### src/rtl/core/mccs_pkg.sv
package mccs_pkg;

  // Command codes carried by an input transaction.
  localparam logic [1:0] CMD_RECEIVE   = 2'd0;
  localparam logic [1:0] CMD_READ_BYTE = 2'd1;
  localparam logic [1:0] CMD_READ_PAIR = 2'd2;
  localparam logic [1:0] CMD_UNUSED    = 2'd3;

  // Controller numbers with special handling.
  localparam logic [6:0] CC_DATA_MSB   = 7'd6;
  localparam logic [6:0] CC_DATA_LSB   = 7'd38;
  localparam logic [6:0] CC_DATA_INC   = 7'd96;
  localparam logic [6:0] CC_DATA_DEC   = 7'd97;
  localparam logic [6:0] CC_MODE_FIRST = 7'd120;
  localparam logic [6:0] CC_RESET_ALL  = 7'd121;
  localparam logic [6:0] CC_PAIR_LAST  = 7'd31;
  localparam logic [6:0] CC_PAIR_LSB   = 7'd32;
  localparam logic [6:0] CC_MASK       = 7'h7f;

  // Input and result payloads.
  typedef struct packed {
    logic [1:0] command;
    logic [6:0] control_number;
    logic [6:0] cc_value;
  } in_t;

  typedef struct packed {
    logic [13:0] read_value;
    logic        status;
  } out_t;

  // Finished result handed from the sequencer to the output register.
  typedef struct packed {
    logic valid;
    out_t data;
  } mccs_res_t;

  // Power-on contents of the store, which an entry shows until it is written.
  function automatic logic [6:0] reset_value(input logic [6:0] idx);
    logic [6:0] v;
    v = 7'd0;
    unique case (idx)
      7'd6, 7'd38, 7'd98, 7'd99, 7'd100, 7'd101: v = CC_MASK;
      7'd7:    v = 7'd100;
      7'd10:   v = 7'd64;
      7'd11:   v = 7'd127;
      default: v = 7'd0;
    endcase
    return v;
  endfunction

  // Entries that reset-all-controllers restores. Their restored values equal
  // their power-on values, so clearing the valid bit is enough.
  function automatic logic is_default(input logic [6:0] idx);
    logic d;
    d = 1'b0;
    unique case (idx)
      7'd1, 7'd6, 7'd11, 7'd38, 7'd64, 7'd65, 7'd66, 7'd67,
      7'd98, 7'd99, 7'd100, 7'd101: d = 1'b1;
      default: d = 1'b0;
    endcase
    return d;
  endfunction

endpackage

### src/rtl/core/midi_control_change_store.sv
// Channel   Direction  Payload  Handshake
// in_       input      in_t     in_valid / in_stall
// out_      output     out_t    out_valid / out_stall
//
// A receive, a reset-all or a rejected read finishes on acceptance; a byte
// read reads one entry, a pair read two, a data step reads LSB then MSB and
// writes LSB, MSB and its own entry: the store has one read, one write port.
// Reset clears the per-entry valid bits; unwritten entries read as their
// power-on defaults, so no clearing pass is needed.
// A result waiting on out_stall holds the sequencer; one item may be accepted
// and finished while the previous result still sits in the output register.
module midi_control_change_store
  import mccs_pkg::*;
#(
  parameter int NUM_CONTROLS = 120
) (
  input  logic clk,
  input  logic rst_n,
  input  logic in_valid,
  output logic in_stall,
  input  in_t  in_data,
  output logic out_valid,
  input  logic out_stall,
  output out_t out_data
);

  logic      out_valid_r;
  out_t      out_data_r;
  logic      out_free;
  mccs_res_t res;

  assign out_free = !out_valid_r || !out_stall;

  mccs_ctrl #(
    .NUM_CONTROLS(NUM_CONTROLS)
  ) u_ctrl (
    .clk     (clk),
    .rst_n   (rst_n),
    .in_valid(in_valid),
    .in_stall(in_stall),
    .in_data (in_data),
    .out_free(out_free),
    .res     (res)
  );

  // Output register separating the sequencer from the result consumer.
  always_ff @(posedge clk) begin
    if (!rst_n) begin
      out_valid_r <= 1'b0;
    end else if (res.valid) begin
      out_valid_r <= 1'b1;
    end else if (!out_stall) begin
      out_valid_r <= 1'b0;
    end
    if (res.valid) begin
      out_data_r <= res.data;
    end
  end

  assign out_valid = out_valid_r;
  assign out_data  = out_data_r;

endmodule

### src/rtl/core/mccs_ram.sv
module mccs_ram #(
  parameter int WIDTH = 7,
  parameter int DEPTH = 120,
  localparam int AW = (DEPTH > 1) ? $clog2(DEPTH) : 1
) (
  input  logic             clk,
  input  logic             wr_en,
  input  logic [AW-1:0]    wr_addr,
  input  logic [WIDTH-1:0] wr_data,
  input  logic             rd_en,
  input  logic [AW-1:0]    rd_addr,
  output logic [WIDTH-1:0] rd_data
);

  logic [WIDTH-1:0] mem [DEPTH];

  // One write port and one registered read port.
  always_ff @(posedge clk) begin
    if (wr_en) begin
      mem[wr_addr] <= wr_data;
    end
    if (rd_en) begin
      rd_data <= mem[rd_addr];
    end
  end

endmodule

### src/rtl/core/mccs_ctrl.sv
module mccs_ctrl
  import mccs_pkg::*;
#(
  parameter int NUM_CONTROLS = 120
) (
  input  logic      clk,
  input  logic      rst_n,
  input  logic      in_valid,
  output logic      in_stall,
  input  in_t       in_data,
  input  logic      out_free,
  output mccs_res_t res
);

  localparam int AW = $clog2(NUM_CONTROLS);
  localparam logic [7:0] NUM_C = 8'(NUM_CONTROLS);

  typedef enum logic [3:0] {
    S_IDLE,
    S_BYTE,
    S_PAIR_HI,
    S_PAIR_LO,
    S_DE_LSB,
    S_DE_MSB,
    S_DE_WR6,
    S_DE_WRN,
    S_HOLD
  } state_t;

  state_t     state_r, state_nxt;
  logic [NUM_CONTROLS-1:0] valid_r, valid_nxt;
  logic [6:0] num_r, num_nxt;
  logic [6:0] val_r, val_nxt;
  logic [6:0] byte_r, byte_nxt;
  logic [6:0] rd_addr_q_r, rd_addr_q_nxt;
  out_t       hold_r, hold_nxt;
  mccs_res_t  res_nxt;

  logic       wr_en, rd_en;
  logic [6:0] wr_addr, rd_addr, wr_data;
  logic [6:0] rd_data, rd_val;
  logic       accept, in_range;
  logic       done;
  out_t       done_data;
  logic [7:0] lsb_inc;
  logic [6:0] lsb_dec, msb_inc, msb_dec;
  logic       lsb_zero;

  mccs_ram #(
    .WIDTH(7),
    .DEPTH(NUM_CONTROLS)
  ) u_ram (
    .clk    (clk),
    .wr_en  (wr_en),
    .wr_addr(wr_addr[AW-1:0]),
    .wr_data(wr_data),
    .rd_en  (rd_en),
    .rd_addr(rd_addr[AW-1:0]),
    .rd_data(rd_data)
  );

  // An entry never written since power-on or reset-all reads as its default.
  assign rd_val = valid_r[rd_addr_q_r[AW-1:0]] ? rd_data : reset_value(rd_addr_q_r);

  assign accept   = in_valid && !in_stall;
  assign in_stall = (state_r != S_IDLE);
  assign in_range = ({1'b0, in_data.control_number} < NUM_C);

  // Data entry step: carry or borrow across the 7-bit LSB, MSB wraps.
  assign lsb_inc  = {1'b0, byte_r} + 8'd1;
  assign msb_inc  = rd_val + 7'(lsb_inc[7]);
  assign lsb_zero = (byte_r == 7'd0);
  assign lsb_dec  = byte_r - 7'd1;
  assign msb_dec  = rd_val - 7'(lsb_zero);

  // Sequencer: one memory access of each kind per cycle.
  always_comb begin
    state_nxt     = state_r;
    valid_nxt     = valid_r;
    num_nxt       = num_r;
    val_nxt       = val_r;
    byte_nxt      = byte_r;
    rd_addr_q_nxt = rd_addr_q_r;
    hold_nxt      = hold_r;
    wr_en         = 1'b0;
    wr_addr       = num_r;
    wr_data       = val_r;
    rd_en         = 1'b0;
    rd_addr       = in_data.control_number;
    done          = 1'b0;
    done_data     = '0;

    unique case (state_r)
      S_IDLE: begin
        if (accept) begin
          num_nxt = in_data.control_number;
          val_nxt = in_data.cc_value;
          unique case (in_data.command)
            CMD_RECEIVE: begin
              if (in_data.control_number == CC_DATA_INC ||
                  in_data.control_number == CC_DATA_DEC) begin
                rd_en         = 1'b1;
                rd_addr       = CC_DATA_LSB;
                rd_addr_q_nxt = CC_DATA_LSB;
                state_nxt     = S_DE_LSB;
              end else begin
                done = 1'b1;
                if (in_range && in_data.control_number < CC_MODE_FIRST) begin
                  wr_en   = 1'b1;
                  wr_addr = in_data.control_number;
                  wr_data = in_data.cc_value;
                  valid_nxt[in_data.control_number[AW-1:0]] = 1'b1;
                end else if (in_data.control_number == CC_RESET_ALL) begin
                  for (int i = 0; i < NUM_CONTROLS; i++) begin
                    if (is_default(7'(i))) begin
                      valid_nxt[i] = 1'b0;
                    end
                  end
                end
              end
            end
            CMD_READ_BYTE: begin
              if (in_range) begin
                rd_en         = 1'b1;
                rd_addr_q_nxt = in_data.control_number;
                state_nxt     = S_BYTE;
              end else begin
                done             = 1'b1;
                done_data.status = 1'b1;
              end
            end
            CMD_READ_PAIR: begin
              if (in_data.control_number <= CC_PAIR_LAST) begin
                rd_en         = 1'b1;
                rd_addr_q_nxt = in_data.control_number;
                state_nxt     = S_PAIR_HI;
              end else begin
                done             = 1'b1;
                done_data.status = 1'b1;
              end
            end
            CMD_UNUSED: begin
              done             = 1'b1;
              done_data.status = 1'b1;
            end
            default: begin
              done             = 1'b1;
              done_data.status = 1'b1;
            end
          endcase
        end
      end
      S_BYTE: begin
        done                 = 1'b1;
        done_data.read_value = {7'd0, rd_val};
      end
      S_PAIR_HI: begin
        byte_nxt      = rd_val;
        rd_en         = 1'b1;
        rd_addr       = num_r + CC_PAIR_LSB;
        rd_addr_q_nxt = num_r + CC_PAIR_LSB;
        state_nxt     = S_PAIR_LO;
      end
      S_PAIR_LO: begin
        done                 = 1'b1;
        done_data.read_value = {byte_r, rd_val};
      end
      S_DE_LSB: begin
        byte_nxt      = rd_val;
        rd_en         = 1'b1;
        rd_addr       = CC_DATA_MSB;
        rd_addr_q_nxt = CC_DATA_MSB;
        state_nxt     = S_DE_MSB;
      end
      S_DE_MSB: begin
        // Write the stepped LSB now and keep the stepped MSB for next cycle.
        wr_en   = 1'b1;
        wr_addr = CC_DATA_LSB;
        valid_nxt[CC_DATA_LSB[AW-1:0]] = 1'b1;
        if (num_r == CC_DATA_INC) begin
          wr_data  = lsb_inc[6:0];
          byte_nxt = msb_inc;
        end else begin
          wr_data  = lsb_dec;
          byte_nxt = msb_dec;
        end
        state_nxt = S_DE_WR6;
      end
      S_DE_WR6: begin
        wr_en   = 1'b1;
        wr_addr = CC_DATA_MSB;
        wr_data = byte_r;
        valid_nxt[CC_DATA_MSB[AW-1:0]] = 1'b1;
        state_nxt = S_DE_WRN;
      end
      S_DE_WRN: begin
        wr_en   = 1'b1;
        wr_addr = num_r;
        wr_data = val_r;
        valid_nxt[num_r[AW-1:0]] = 1'b1;
        done    = 1'b1;
      end
      S_HOLD: begin
        if (out_free) begin
          state_nxt = S_IDLE;
        end
      end
      default: begin
        state_nxt = S_IDLE;
      end
    endcase

    // A finished result goes to the output register, or waits here.
    res_nxt = '0;
    if (state_r == S_HOLD) begin
      res_nxt.valid = out_free;
      res_nxt.data  = hold_r;
    end else if (done) begin
      if (out_free) begin
        res_nxt.valid = 1'b1;
        res_nxt.data  = done_data;
        state_nxt     = S_IDLE;
      end else begin
        hold_nxt  = done_data;
        state_nxt = S_HOLD;
      end
    end
  end

  // The result is presented combinationally so the output register loads it
  // in the same cycle.
  assign res = res_nxt;

  always_ff @(posedge clk) begin
    if (!rst_n) begin
      state_r <= S_IDLE;
      valid_r <= '0;
    end else begin
      state_r <= state_nxt;
      valid_r <= valid_nxt;
    end
    num_r       <= num_nxt;
    val_r       <= val_nxt;
    byte_r      <= byte_nxt;
    rd_addr_q_r <= rd_addr_q_nxt;
    hold_r      <= hold_nxt;
  end

endmodule

### config.mk
export PLATFORM = sky130hd
export DESIGN_NAME = midi_control_change_store
export DESIGN_NICKNAME = d
export VERILOG_FILES = /design/src/rtl/core/mccs_pkg.sv /design/src/rtl/core/midi_control_change_store.sv /design/src/rtl/core/mccs_ram.sv /design/src/rtl/core/mccs_ctrl.sv
export SDC_FILE = /design/constraint.sdc
export NUM_CORES = 2
export LEC_CHECK = 0
export BUFFER_PORTS_ARGS = -buffer_cell sky130_fd_sc_hd__buf_2
export CORE_AREA = 2 2 315 285
export DETAILED_ROUTE_END_ITERATION = 6
export DIE_AREA = 0 0 317 287
export PLACE_DENSITY_LB_ADDON = 0.1
export SLEW_MARGIN = 0
export SYNTH_ARGS = -nofsm -noshare
export SYNTH_HDL_FRONTEND = slang
export SYNTH_SLANG_ARGS = --single-unit
### constraint.sdc
create_clock -name clk -period 15.7 [get_ports clk]
set_clock_uncertainty 0.1 [all_clocks]
set_input_delay 1.57 -clock clk [delete_from_list [all_inputs] [get_ports clk]]
set_output_delay 1.57 -clock clk [all_outputs]
set_load 0.03 [all_outputs]
==> impl_metrics.toml <==
[grt]
track_usage_pct = 27.7
grt_overflow_total = 0
grt_pass1_wl_mm = 188
grt_max_degree = 170
grt_antenna_before_repair = 7
grt_pass1_vias = 28300

[detailed_routing]
ant_nets = 0
drt_iter0_markers = 4077
postRouteWirelength_mm = 127
via_per_inst = 6.39
route.detailed.drc = 0
wl_per_cell_um = 26.9
vias = 30300
dr.pass1.iters = 6

[final_layout]
layout_common_cells = "edfxtp_1, nand2_1, nor2_1"
num_antenna_cells = 0
nets = 3550
area_growth_pct = 9.70
nFillCells = 7084
final_core_util_pct = 55.7
layout_commonest_cell = "edfxtp_1"
drive_gt1_share_pct = 8.79

[place]
io_buffers = 36
gp_congestion = 0.921
dpl.hpwl_mm = 76.9

[logic_synthesis]
yosysTopAreaCellShare_pct = 61.2
yosys.area.top_type = "edfxtp_1"
synthTopCellsByArea = "edfxtp_1, dfxtp_1, nand2_1"
async_flop_share_pct = 0
ys.flop_type = "edfxtp_1"
synth_edf_count = 905
yosysUniqueCellTypes = 85
synth_warnings = 0
netlist_area_um2 = 44400
syn-num-nets = 3619
synth_seq_area_share_pct = 66.8
synth-seq-cells = 1030
synth.avg_cell_area_um2 = 12.4
netlist_instances = 3579

[sta]
period_share_pct = 37.4
setup-tns-final_ns = 0
relSlewSlack_pct = 12.4
rsz0062_at_grt = "false"
slew_violations = 0
fmax_mhz = 170
finalHoldViolCount = 0
period_needed_ns = 5.87
worst_pin_slew_ns = 1.30
setup_viol = 0

[floorplanning]
floorplan.rows = 103
fp.dieW_um = 317
ioPinCount = 37
die_area_um2 = 91000
start_util_pct = 50.8
die_h_um = 287
core_um2 = 87500

[worst_setup_path]
crit_required_ns = 16.03
critPathKind = "in2reg"
slowest_stage = "buf_4"
worstPathMaxFanout = 61
reg2reg_slack_ns = 10.30
end_kind = "register"
crit_path_max_incr_delay_ns = 0.75
path_cells = "buf_2, inv_1, ha_1, nor3b_1, nand4_4, o21ai_4, buf_4, buf_4, mux2i_1, o21ai_1, a211oi_1, a311o_1, and4b_1"
crit_arrival_ns = 6.20
path_common_cell = "buf_4"
critPathLaunchType = "input pin"

[power_and_ir_drop]
pwr-share-seq_pct = 51.9
combPwrFrac_pct = 7.8
ir_drop_mv = 0.0969
p_leak_nw = 16.0
switchingPower_mw = 1.40
internal_power_mw = 4.48
p_per_area_nw_per_um2 = 121
switching_share_pct = 23.7
clkPwrFrac_pct = 40.2

[clock_tree]
holdBufCountCts = 0
numCtsBuffers = 104
cts_setup_buffers = 0
ctsResizeCount = 0
tritoncts = "yes"
insertion_delay_ns = 0.68
clockBufferDepth = 3
cts_max_level = 3
clock-sinks = 1030
path_clk_slew_ns = 0.06
cts_root_buf = "clkbuf_16"

[job]
maxCapViolations = 0

[worst_hold_path]
hold_path_class = "reg2reg"

[run_status]
status = "complete, no violations"
==> worst paths after layout <==
check | endpoint | startpoint | depth (start not counted)
worst max-delay path | u_ctrl.u_ram.rd_data[4]$_DFFE_PP_ | in_data[14] | 13
worst max register to register | u_ctrl.u_ram.rd_data[4]$_DFFE_PP_ | u_ctrl.state_r[0]$_SDFF_PN0_ | 11
worst min-delay path | u_ctrl.valid_r[39]$_SDFFE_PN0P_ | u_ctrl.valid_r[39]$_SDFFE_PN0P_ | 1
worst min register to register | u_ctrl.valid_r[39]$_SDFFE_PN0P_ | u_ctrl.valid_r[39]$_SDFFE_PN0P_ | 1
==> cell type report <==
| type | count | area [um2] | area share (%) |
|---|---|---|---|
| sequential | 1030 | 29700 | 60.9 |
| inverter | 28 | 105 | 0.216 |
| multi-input combinational | 2250 | 13700 | 28.0 |
| clock buffer | 137 | 2790 | 5.72 |
| timing repair buffer | 96 | 658 | 1.35 |
| clock inverter | 44 | 385 | 0.791 |
| tap | 1155 | 1450 | 2.97 |
==> logic make-up (layout without fill, tap and decap cells) <==
| group | Yosys count | after routing | synth area share [%] |
|---|---|---|---|
| adder cells (fa/ha/maj) | 20 | 20 | 0.580 |
| buffers and inverters | 299 | 305 | 2.89 |
| multiplexers | 148 | 148 | 4.22 |
| XOR/XNOR | 10 | 10 | 0.197 |
| AO/OA/AOI/OAI | 741 | 741 | 11.9 |
| flip-flops | 1030 | 1030 | 66.8 |
| AND/OR/NAND/NOR | 1331 | 1331 | 13.4 |
==> critical path: cells and delay by family <==
kind,cells,cell delay (ns)
multiplexers,1,0.28
adder cells (fa/ha/maj),1,0.22
buffers and inverters,4,1.57
AO/OA/AOI/OAI,4,1.44
AND/OR/NAND/NOR,3,1.01
==> Yosys cell counts, drive strengths merged, types with 9 or more instances <==
cell and n:
a22o 14, nand2b 10, nor2 287, nand4 22, and2 33, buf 108, a21oi 70, or3 9
mux4 31, a31oi 200, nor2b 27, clkbuf 163, a32oi 45, a22oi 14, a311oi 12, nand2 569
o211ai 16, nor3 120, o21a 103, nand3 159, inv 27, and3 53, mux2i 113, dfxtp 125
o32ai 24, a221oi 33, a211oi 76, ha 19, o21ai 61, edfxtp 905
==> state kept, by name (all words and copies together), names as in the netlist, 4 cells and up <==
name                  flops
u_ctrl.byte_r             7
out_data                 15
u_ctrl.u_ram.rd_data      7
u_ctrl.u_ram.mem        840
u_ctrl.hold_r            15
u_ctrl.valid_r          120
u_ctrl.num_r              7
u_ctrl.val_r              7
u_ctrl.rd_addr_q_r        7
u_ctrl.state_r            4
==> per-layer routing <==
layer | up-vias | wire, um | global-route usage, %
met2 | 1474 | 56100 | 40.5
met5 | - | 117 | 0
met1 | 15200 | 55700 | 41.9
met3 | 200 | 12400 | 5.94
li1 | 13400 | - | -
met4 | 12 | 3000 | 7.22
==> power by group through the flow <==
stage | clock network (mW) | registers (mW) | logic [mW]
3_3_place_gp | 0 | 3.11 | 0.448
4_1_cts | 2.39 | 3.05 | 0.456
2_1_floorplan | 0 | 3.13 | 0.265
5_1_grt | 2.49 | 3.05 | 0.492
6_report | 2.37 | 3.05 | 0.461
3_5_place_dp | 0 | 3.11 | 0.455
==> through the flow <==
stage / setup WS (ns) / power [mW] / hold WS [ns] / area [um2] / instances
6_report: 9.83 / 5.88 / 0.361 / 48700 / 4740
3_3_place_gp: 9.18 / 3.56 / 0.341 / 45600 / 4559
5_1_grt: 9.65 / 6.03 / 0.379 / 48700 / 4740
3_5_place_dp: 9.18 / 3.56 / 0.350 / 45600 / 4559
2_1_floorplan: 4.35 / 3.40 / 0.331 / 44400 / 3579
4_1_cts: 9.86 / 5.90 / 0.367 / 48700 / 4740
Power figures use the tool's default switching activity.
